## config.mk

```make
export PLATFORM = sky130hd
export DESIGN_NAME = rbpb_addr_mod
export DESIGN_NICKNAME = d
export VERILOG_FILES = /design/src/rbpb_pkg.sv /design/src/rbpb_addr_mod.sv
export SDC_FILE = /design/constraint.sdc
export NUM_CORES = 1
export LEC_CHECK = 0
export BUFFER_PORTS_ARGS = -buffer_cell sky130_fd_sc_hd__buf_4
export CORE_MARGIN = 4
export CORE_UTILIZATION = 40
export CTS_CLUSTER_DIAMETER = 60
export DETAILED_ROUTE_END_ITERATION = 8
export GPL_ROUTABILITY_DRIVEN = 0
export PLACE_DENSITY = 0.7
export SYNTH_ARGS = -nofsm -noshare
export SYNTH_HDL_FRONTEND = slang
export SYNTH_SLANG_ARGS = --single-unit
```

## constraint.sdc

```tcl
create_clock -name clock -period 0.8 [get_ports clock]
set_input_delay 0.12 -clock clock [delete_from_list [all_inputs] [get_ports clock]]
set_output_delay 0.12 -clock clock [all_outputs]
set_load 0.02 [all_outputs]
```

## src/rbpb_pkg.sv

```systemverilog
// Shared constants, codes and sine/cosine table functions for the rotated bitmap blit.
`timescale 1ns / 1ps
`default_nettype none

package rbpb_pkg;

   localparam int SCREEN_SIZE_DEF   = 200;
   localparam int STORE_BYTES_DEF   = 2048;
   localparam int ANGLE_ENTRIES_DEF = 512;

   localparam int ADDR_W   = 11;
   localparam int BYTE_W   = 8;
   localparam int PIX_W    = 8;
   localparam int ANGLE_W  = 9;
   localparam int COLOR_W  = 16;
   localparam int CSR_IDX_W = 3;
   localparam int CSR_DATA_W = 16;

   // Linear byte address before the store wrap, and the compare width for the wrap.
   localparam int LIN_W = 13;
   localparam int WRAP_CMP_W = 18;
   // Wide enough to compare an 8-bit coordinate or 9-bit angle with default parameters.
   localparam int LIMIT_W = 11;

   localparam logic FUNC_LOAD  = 1'b0;
   localparam logic FUNC_QUERY = 1'b1;

   localparam logic [CSR_IDX_W-1:0] CSR_ROT_ANGLE  = 3'd0;
   localparam logic [CSR_IDX_W-1:0] CSR_CENTER_X   = 3'd1;
   localparam logic [CSR_IDX_W-1:0] CSR_CENTER_Y   = 3'd2;
   localparam logic [CSR_IDX_W-1:0] CSR_BMP_WIDTH  = 3'd3;
   localparam logic [CSR_IDX_W-1:0] CSR_BMP_HEIGHT = 3'd4;
   localparam logic [CSR_IDX_W-1:0] CSR_INK_COLOR  = 3'd5;

   localparam logic [ANGLE_W-1:0] ROT_ANGLE_RESET  = 9'd0;
   localparam logic [PIX_W-1:0]   CENTER_RESET     = 8'd100;
   localparam logic [PIX_W-1:0]   BMP_SIZE_RESET   = 8'd8;
   localparam logic [COLOR_W-1:0] INK_COLOR_RESET  = 16'h0000;
   localparam logic [COLOR_W-1:0] INK_DITHER       = 16'hFFFF;
   localparam logic [COLOR_W-1:0] COLOR_BLACK      = 16'h0000;
   localparam logic [COLOR_W-1:0] COLOR_WHITE      = 16'hFFFF;

   localparam int TRIG_W = 16;

   localparam logic [63:0] Q30_ONE     = 64'd1073741824;
   localparam logic [63:0] Q30_TWO_PI  = 64'd6746518852;
   localparam logic [63:0] Q30_HALF_PI = 64'd1686629713;

   localparam logic [63:0] SIN_DIV [1:12] = '{64'd6, 64'd20, 64'd42, 64'd72, 64'd110, 64'd156,
                                            64'd210, 64'd272, 64'd342, 64'd420, 64'd506,
                                            64'd600};
   localparam logic [63:0] COS_DIV [1:12] = '{64'd2, 64'd12, 64'd30, 64'd56, 64'd90, 64'd132,
                                            64'd182, 64'd240, 64'd306, 64'd380, 64'd462,
                                            64'd552};

   // Truncating Taylor series of sin or cos over one quadrant, Q30.
   function automatic longint series_q30(input logic [63:0] r, input bit odd);
      logic [63:0] r2;
      logic [63:0] term;
      longint sum;
      r2   = (r * r) >> 30;
      term = odd ? r : Q30_ONE;
      sum  = longint'(term);
      for (int n = 1; n <= 12; n++) begin
         if (odd) begin
            term = ((term * r2) >> 30) / SIN_DIV[n];
         end else begin
            term = ((term * r2) >> 30) / COS_DIV[n];
         end
         if ((n % 2) == 1) begin
            sum = sum - longint'(term);
         end else begin
            sum = sum + longint'(term);
         end
      end
      return sum;
   endfunction

   function automatic logic signed [TRIG_W-1:0] q30_to_q14(input longint v);
      logic [63:0] mag;
      logic [63:0] q;
      mag = (v < 0) ? 64'(-v) : 64'(v);
      q   = (mag + 64'd32768) >> 16;
      return (v < 0) ? -TRIG_W'(q) : TRIG_W'(q);
   endfunction

   // Q1.14 sine or cosine of table entry d, one entry per degree.
   function automatic logic signed [TRIG_W-1:0] trig_q14(input int unsigned d,
                                                       input bit want_sin);
      logic [63:0] theta;
      logic [63:0] t;
      logic [63:0] quad;
      logic [63:0] r;
      longint s0;
      longint c0;
      longint s;
      longint c;
      theta = ((64'(d) * 64'd31415) << 30) / 64'd1800000;
      t     = theta % Q30_TWO_PI;
      quad  = t / Q30_HALF_PI;
      if (quad > 64'd3) begin
         quad = 64'd3;
      end
      r  = t - quad * Q30_HALF_PI;
      s0 = series_q30(r, 1'b1);
      c0 = series_q30(r, 1'b0);
      case (quad)
         64'd0: begin s = s0;  c = c0;  end
         64'd1: begin s = c0;  c = -s0; end
         64'd2: begin s = -s0; c = -c0; end
         default: begin s = -c0; c = s0; end
      endcase
      return want_sin ? q30_to_q14(s) : q30_to_q14(c);
   endfunction

endpackage

`default_nettype wire

```

## src/rbpb_addr_mod.sv

```systemverilog
// Two-stage wrap of a linear byte address onto the store depth by reciprocal multiply.
`timescale 1ns / 1ps
`default_nettype none

module rbpb_addr_mod #(
   parameter int STORE_BYTES = rbpb_pkg::STORE_BYTES_DEF
) (
   input  wire logic                            clock,
   input  wire logic                            adv,
   input  wire logic [rbpb_pkg::LIN_W-1:0]      lin_addr,
   output      logic [$clog2(STORE_BYTES)-1:0]  mem_addr
);

   localparam int AW          = $clog2(STORE_BYTES);
   localparam int LW          = rbpb_pkg::LIN_W;
   localparam int CW          = rbpb_pkg::WRAP_CMP_W;
   localparam int RecipShift  = LW + 17;
   localparam longint unsigned RECIP = (64'd1 << RecipShift) / STORE_BYTES;
   localparam int RW          = $clog2(RECIP + 1);
   localparam int PW          = LW + RW;
   localparam int QW          = LW + CW;

   logic [LW-1:0] lin_ff;
   logic [LW-1:0] quot_ff;
   logic [LW-1:0] quot_in;
   logic [PW-1:0] recip_prod;
   logic [QW-1:0] back_prod;
   logic [LW-1:0] rem;
   logic [CW-1:0] rem_fix;
   logic [AW-1:0] mem_addr_ff;
   logic [AW-1:0] mem_addr_in;

   // The quotient estimate is the true quotient or one less, so one correction suffices.
   always_comb begin
      recip_prod = PW'(lin_addr) * PW'(RECIP);
      quot_in    = LW'(recip_prod >> RecipShift);
      back_prod  = QW'(quot_ff) * QW'(STORE_BYTES);
      rem        = lin_ff - LW'(back_prod);
      rem_fix    = (CW'(rem) >= CW'(STORE_BYTES)) ? CW'(rem) - CW'(STORE_BYTES) : CW'(rem);
      mem_addr_in = AW'(rem_fix);
   end

   always_ff @(posedge clock) begin
      if (adv) begin
         lin_ff      <= lin_addr;
         quot_ff     <= quot_in;
         mem_addr_ff <= mem_addr_in;
      end
   end

   assign mem_addr = mem_addr_ff;

endmodule

`default_nettype wire

```

## After elaboration in Yosys (flattened, before gate mapping)

Index checks and enable logic that the tools add are counted.

- Bits in registers: 26
- Input port bits: 15
- Output and inout bits: 11
- Logic and storage cells: 7

- Add/subtract/negate cells: 2
- Magnitude comparators: 1
- Muxes and demuxes: 1

Operators with widths:

| kind | number |
|---|---|
| $ge A13 B12 Y1 const B | 1 |
| $sub A13 B13 Y13 | 1 |
| $mux W11 | 1 |
| $sub A11 B1 Y11 const B | 1 |

## Depth between registers and ports, before layout

Gate-level depths: netlist (run 1).

- Depth after elaboration: 3
- Depth in mapped cells: 0
- Mapped depth without buffers: 0

## Worst setup path before layout (run 1)

No wires, ideal clock.

- Path kind: reg2reg
- From: register lin_ff[0]
- To: register mem_addr_ff[0], in the netlist mem_addr[0], data pin
- Library setup time: 0.266 ns
- Arrival time: 0.323 ns
- Data required time: 0.534 ns
- Setup slack: 0.211 ns
- Cell stages (with the launch flop): 1
- Buffers on the path: 0
- Clock period less this slack: 0.589 ns
- Cells stage by stage: edfxtp_1

- Cells in the longest elaborated chain, start to end: 3
- Elaborated cells between the ends (all ways): 4
- Classes of those cells: 2 x add/sub; 1 x order compare; 1 x mux

RTL lines:

| what | line | text |
|---|---|---|
| start: declaration | rbpb_addr_mod.sv:23 | `logic [LW-1:0] lin_ff;` |
| start signal: assignment | rbpb_addr_mod.sv:45 | `lin_ff <= lin_addr;` |
| $sub A13 B13 Y13 (*) | rbpb_addr_mod.sv:38 | `rem = lin_ff - LW'(back_prod);` |
| $sub A11 B1 Y11 or $ge A13 B12 Y1 (tied branches) | rbpb_addr_mod.sv:39 | `rem_fix = (CW'(rem) >= CW'(STORE_BYTES)) ? CW'(rem) - CW'(STORE_BYTES) : CW'(rem);` |
| $mux W11 (*) | rbpb_addr_mod.sv:39 |  |
| end signal: assignment | rbpb_addr_mod.sv:47 | `mem_addr_ff <= mem_addr_in;` |
| end: declaration | rbpb_addr_mod.sv:30 | `logic [AW-1:0] mem_addr_ff;` |

Mark *: on every way between the ends. The rest lies on a longest branch, timed or not.
A chain may end at the register's enable or synchronous reset.

## Worst setup path in the final report (run 1)

- From: register mem_addr_ff[2], in the netlist mem_addr[2]
- To: output port mem_addr[2]

RTL lines:

| what | line | text |
|---|---|---|
| end: declaration | rbpb_addr_mod.sv:11 | `output logic [$clog2(STORE_BYTES)-1:0] mem_addr` |

No word-level cell between the ends.

==> results of run 1 <==
-- timing repair --
action | CTS | global route
pin swaps | 0 | 0
hold buffers | 11 | 0
gates cloned | 0 | 0
resized for setup | 10 | 1
hold endpoints to repair | 11 | 0
setup endpoints to repair | 11 | 11
-- state kept, by name, indices dropped and copies added, names as in the netlist --
register  cells
lin_ff       11
mem_addr     11
-- per-stage QoR --
stage | TNS [ns] | area (um^2)
after CTS | -1.808 | 1027
after floorplan | 0 | 660.6
after global routing | -2.086 | 1031
final | -1.688 | 1031
after detailed placement | 0 | 853.3
after global placement | 0 | 853.3
-- power by group through the flow --
| stage | logic, mW | clock network [mW] | registers (mW) |
|---|---|---|---|
| final | 0.231 | 0.476 | 1.39 |
| after global routing | 0.245 | 0.531 | 1.40 |
| after CTS | 0.232 | 0.491 | 1.39 |
| after detailed placement | 0.169 | 0 | 1.41 |
| after global placement | 0.164 | 0 | 1.41 |
| after floorplan | 0 | 0 | 1.46 |
-- cells in the mapped netlist, drive strengths merged --
| library cell | count | share of area [%] |
|---|---|---|
| edfxtp | 22 | 100 |
-- kinds of logic (layout without fill, tap and decap cells) --
group,count (synthesis),in the layout,share of synthesized area [%]
flops,22,22,100.0
buf+inv,0,38,0
-- worst max path at each step --
stage	startpoint	endpoint	slack, ns	depth (start not counted)
floorplan	lin_ff[0]$_DFFE_PP_	mem_addr[0]$_DFFE_PP_	0.21	0
global placement	adv	mem_addr[10]$_DFFE_PP_	0.12	1
detailed placement	adv	lin_ff[5]$_DFFE_PP_	0.08	1
CTS	mem_addr[0]$_DFFE_PP_	mem_addr[0]	-0.19	1
global route	mem_addr[2]$_DFFE_PP_	mem_addr[2]	-0.21	1
finish	mem_addr[2]$_DFFE_PP_	mem_addr[2]	-0.17	1
-- layout by cell type, fill, tap and decap left out --
| master | count |
|---|---|
| buf_4 | 12 |
| buf_6 | 11 |
| clkbuf_4 | 3 |
| clkinv_1 | 1 |
| dlygate4sd3_1 | 11 |
| edfxtp_1 | 22 |
-- layer usage --
layer / global-route usage, % / up-vias
met5: 0 / -
met4: 4.036 / 0
met3: 2.454 / 0
met2: 16.09 / 17
met1: 9.240 / 157
li1: - / 163
-- layout make-up --
cell class,count,area [um^2],share of cell area (%)
clock inverters,1,3.754,0.3641
well taps,16,20.02,1.942
repair buffers,34,324.1,31.43
flip-flops and latches,22,660.6,64.08
clock buffers,3,22.52,2.184
==> results.tsv, run 1 <==
metric	value	unit
met1_length	384	um
holdPathStages	1	
syn_avg_cell_area	30.03	um^2
r2r-start	lin_ff[7]$_DFFE_PP_	
nNetsFinal	76	
post_cts_buffers	0	
ys_ff_latch	22	
yosysWarnings	0	
worstPathArrival	0.85	ns
ios	26	
clk_pin_slew	0.11	ns
dr.pass1.iters	2	
rr_endpoint	mem_addr[7]$_DFFE_PP_	
vias	337	
numPortBuffers	23	
rsz0062_at_grt	yes	
finalHoldViolations	0	
cts_made_buffers	3	
setup.worst_path.end_class	primary output	
via_per_inst	4.434	
dp.cells	61	
ys_types	1	
antenna_found_initial	0	
grt_max_degree	23	
grt_overflow	0	
required	0.68	ns
power.switching	417.0	uW
grt_first_pass_wirelength	1552	um
synth_cells	22	
multi_input_cells	0	
die_w	48.64	um
h-tree-depth	1	
crit_path_max_incr_delay	0.41	ns
path_cells	buf_6	
leakage	0.4008	nW
root_buffer	clkbuf_4	
r2r_cells	0	
cts_tree	yes	
hp-class	in2reg	
fill_cells	94	
met3_length	76	um
crit_slowest_cell	edfxtp_1	
cp_max_fo	1	
worst-setup-path-type	reg2out	
layout-drive-gt1-share	43.33	%
grtUsageTotal	8.843	%
holdCritStartpoint	adv	
layoutNonFillerInstCount	76	
cp_num_buf_inv	1	
met2_wirelength	536	um
start_kind	flip-flop	
maxCapViolations	0	
tightest_slew	0.2626	ns
powerDensity	2038	nW/um^2
syn_area	660.6	um^2
worstSkewPairLatency	0.29	ns
cts_sinks	22	
finalCritPeriodShare	121.6	%
peakVddDrop	1.299	mV
critPathTopFamily	flip-flops	
setup_viol	11	
fin_hold_ws	0.2152	ns
r2r_slack	0.16	ns
p_sw_share	19.85	%
power	2.101	mW
clk_path_buf_depth	2	
ys_seq_area_share	100.0	%
utilization	66.88	%
power.internal	1.684	mW
hold-path-endpoint	mem_addr[2]$_DFFE_PP_	
grt_pass1_vias	364	
syn_nets	37	
comb_power_share	11.0	%
drc_errors	0	
violations	negative setup slack	
period_minus_slack	0.9727	ns
drtIter0Drc	18	
die_h	48.64	um
setup_ws	-0.1727	ns
highest_layer	met3	
p_clk_share	22.7	%
drv_slew	0	
dieArea	2366	um^2
diodes	0	
skew	0.005828	ns
area_growth	56.06	%
dp_slack	0.08370	ns
multi_input_area	0	um^2
slew_headroom	82.50	%
wl	997	um
p_seq_share	66.3	%
status	finished, violations left	
ant_nets	0	
start_util	42.86	%
core-area	1541	um^2
max_freq	1028	MHz
num_rows	14	
routedWlPerCell	13.12	um
No activity file was read; power rests on OpenSTA's default activity.
==> run 2: changes to the inputs <==
--- a/config.mk
+++ b/config.mk
@@ -6,7 +6,6 @@
 export NUM_CORES = 1
 export LEC_CHECK = 0
 export BUFFER_PORTS_ARGS = -buffer_cell sky130_fd_sc_hd__buf_4
-export CORE_MARGIN = 4
 export CORE_UTILIZATION = 40
 export CTS_CLUSTER_DIAMETER = 60
 export DETAILED_ROUTE_END_ITERATION = 8
@@ -15,3 +14,4 @@
 export SYNTH_ARGS = -nofsm -noshare
 export SYNTH_HDL_FRONTEND = slang
 export SYNTH_SLANG_ARGS = --single-unit
+export TNS_END_PERCENT = 20
==> results.tsv, run 2 (synthesis gave the netlist of run 1 again) <==
metric	value	unit
setup_tns	-1.589	ns
final_common_cell	edfxtp_1	
period_minus_slack	0.9561	ns
cp_num_buf_inv	1	
diodes	0	
die_w	42.64	um
core-area	1524	um^2
dieArea	1818	um^2
worst-setup-path-type	reg2out	
path_cells	buf_6	
area_growth	55.49	%
start_util	43.35	%
h-tree-depth	1	
dp_slack	0.08437	ns
skew	0.006162	ns
layout-drive-gt1-share	44.07	%
multi_input_cells	0	
ios	26	
grt_first_pass_wirelength	1476	um
start_kind	flip-flop	
leakage	0.3993	nW
numPortBuffers	23	
post_cts_buffers	0	
cts_sinks	22	
path_depth	1	
crit_path_max_incr_delay	0.40	ns
r2r_slack	0.17	ns
r2r-start	lin_ff[0]$_DFFE_PP_	
routedWlPerCell	12.60	um
worstPathArrival	0.84	ns
nNetsFinal	76	
ant_nets	0	
crit_slowest_cell	edfxtp_1	
violations	negative setup slack	
root_buffer	clkbuf_4	
drtIter0Drc	4	
startpoint	mem_addr[10]$_DFFE_PP_	
setup_ws	-0.1561	ns
setup.worst_path.end_class	primary output	
cts_tree	yes	
clk_path_buf_depth	2	
hp-class	in2reg	
clk_pin_slew	0.11	ns
cp-endpoint	mem_addr[10]	
powerDensity	2023	nW/um^2
grt_pass1_vias	367	
slew_headroom	82.43	%
antenna_found_initial	0	
max_freq	1046	MHz
fill_cells	92	
via_per_inst	4.453	
dr.pass1.iters	3	
multi_input_area	0	um^2
drc_errors	0	
vias	334	
cp_max_fo	1	
grt_max_degree	23	
regArea	660.6	um^2
finalHoldViolations	0	
maxCapViolations	0	
drv_slew	0	
rsz0062_at_grt	yes	
setup_viol	11	
grt_overflow	0	
critPathTopFamily	flip-flops	
worstSkewPairLatency	0.29	ns
grtUsageTotal	11.88	%
wl	945	um
final_cell_mix	edfxtp_1 (22), buf_4 (12), dlygate4sd3_1 (11), buf_6 (11), clkbuf_4 (3)	
cts_made_buffers	3	
die_h	42.64	um
status	finished, violations left	
finalCritPeriodShare	119.5	%
num_rows	14	
peakVddDrop	1.254	mV
r2r_cells	0	
required	0.68	ns
tightest_slew	0.2635	ns
rr_endpoint	mem_addr[0]$_DFFE_PP_	
run 2: cell count changes in the layout (fill, tap and decap cells not counted), sizes merged:
cell | before | now
clkinv | 1 | 0
run 2: how the worst min path moves through the flow:
stage,startpoint,endpoint,slack (ns),cells after the start
2_1_floorplan,lin_addr[0],lin_ff[0]$_DFFE_PP_,0.22,0
6_report,adv,lin_ff[1]$_DFFE_PP_,0.22,1
3_3_place_gp,lin_addr[3],lin_ff[3]$_DFFE_PP_,0.30,1
4_1_cts,adv,lin_ff[1]$_DFFE_PP_,0.21,1
5_1_grt,adv,mem_addr[0]$_DFFE_PP_,0.22,1
3_5_place_dp,lin_addr[8],lin_ff[8]$_DFFE_PP_,0.30,1
run 2: metrics by stage:
| stage | power, mW | instances | hold slack [ns] | cell area [um^2] | util [%] |
|---|---|---|---|---|---|
| after floorplan | 1.458 | 22 | 0.2189 | 660.6 | - |
| after global placement | 1.572 | 61 | 0.2987 | 853.3 | 55.99 |
| after detailed placement | 1.579 | 61 | 0.2992 | 853.3 | 55.99 |
| after CTS | 2.088 | 75 | 0.2140 | 1008 | 66.17 |
| after global routing | 2.145 | 75 | 0.2207 | 1027 | 67.41 |
| final | 2.078 | 75 | 0.2183 | 1027 | 67.41 |
run 2: layout make-up:
type / instances / share of cell area (%)
Clock buffer: 3 / 2.192
Sequential cell: 22 / 64.31
Tap cell: 16 / 1.949
Timing Repair Buffer: 34 / 31.55
run 2: per-layer routing:
| metal | GRT usage [%] | part of all wire, % | up-vias |
|---|---|---|---|
| met5 | 0 | 0 | - |
| met4 | 7.500 | 0 | 0 |
| met3 | 2.586 | 4.3 | 0 |
| met2 | 23.33 | 62 | 13 |
| met1 | 10.18 | 34 | 158 |
| li1 | - | - | 163 |
run 2: timing repair:
action | in CTS | in global routing
gates resized for setup | 6 | 5
hold endpoints to repair | 11 | 0
hold buffers | 11 | 0
endpoints found under the setup margin | 11 | 11
run 2: report_power, final:
part / internal (mW) / switching [mW] / leakage [nW]
Sequential: 1.37 / 0.0250 / 0.215
Clock: 0.175 / 0.280 / 0.0138
Combinational: 0.137 / 0.0953 / 0.170
Total: 1.68 / 0.401 / 0.399
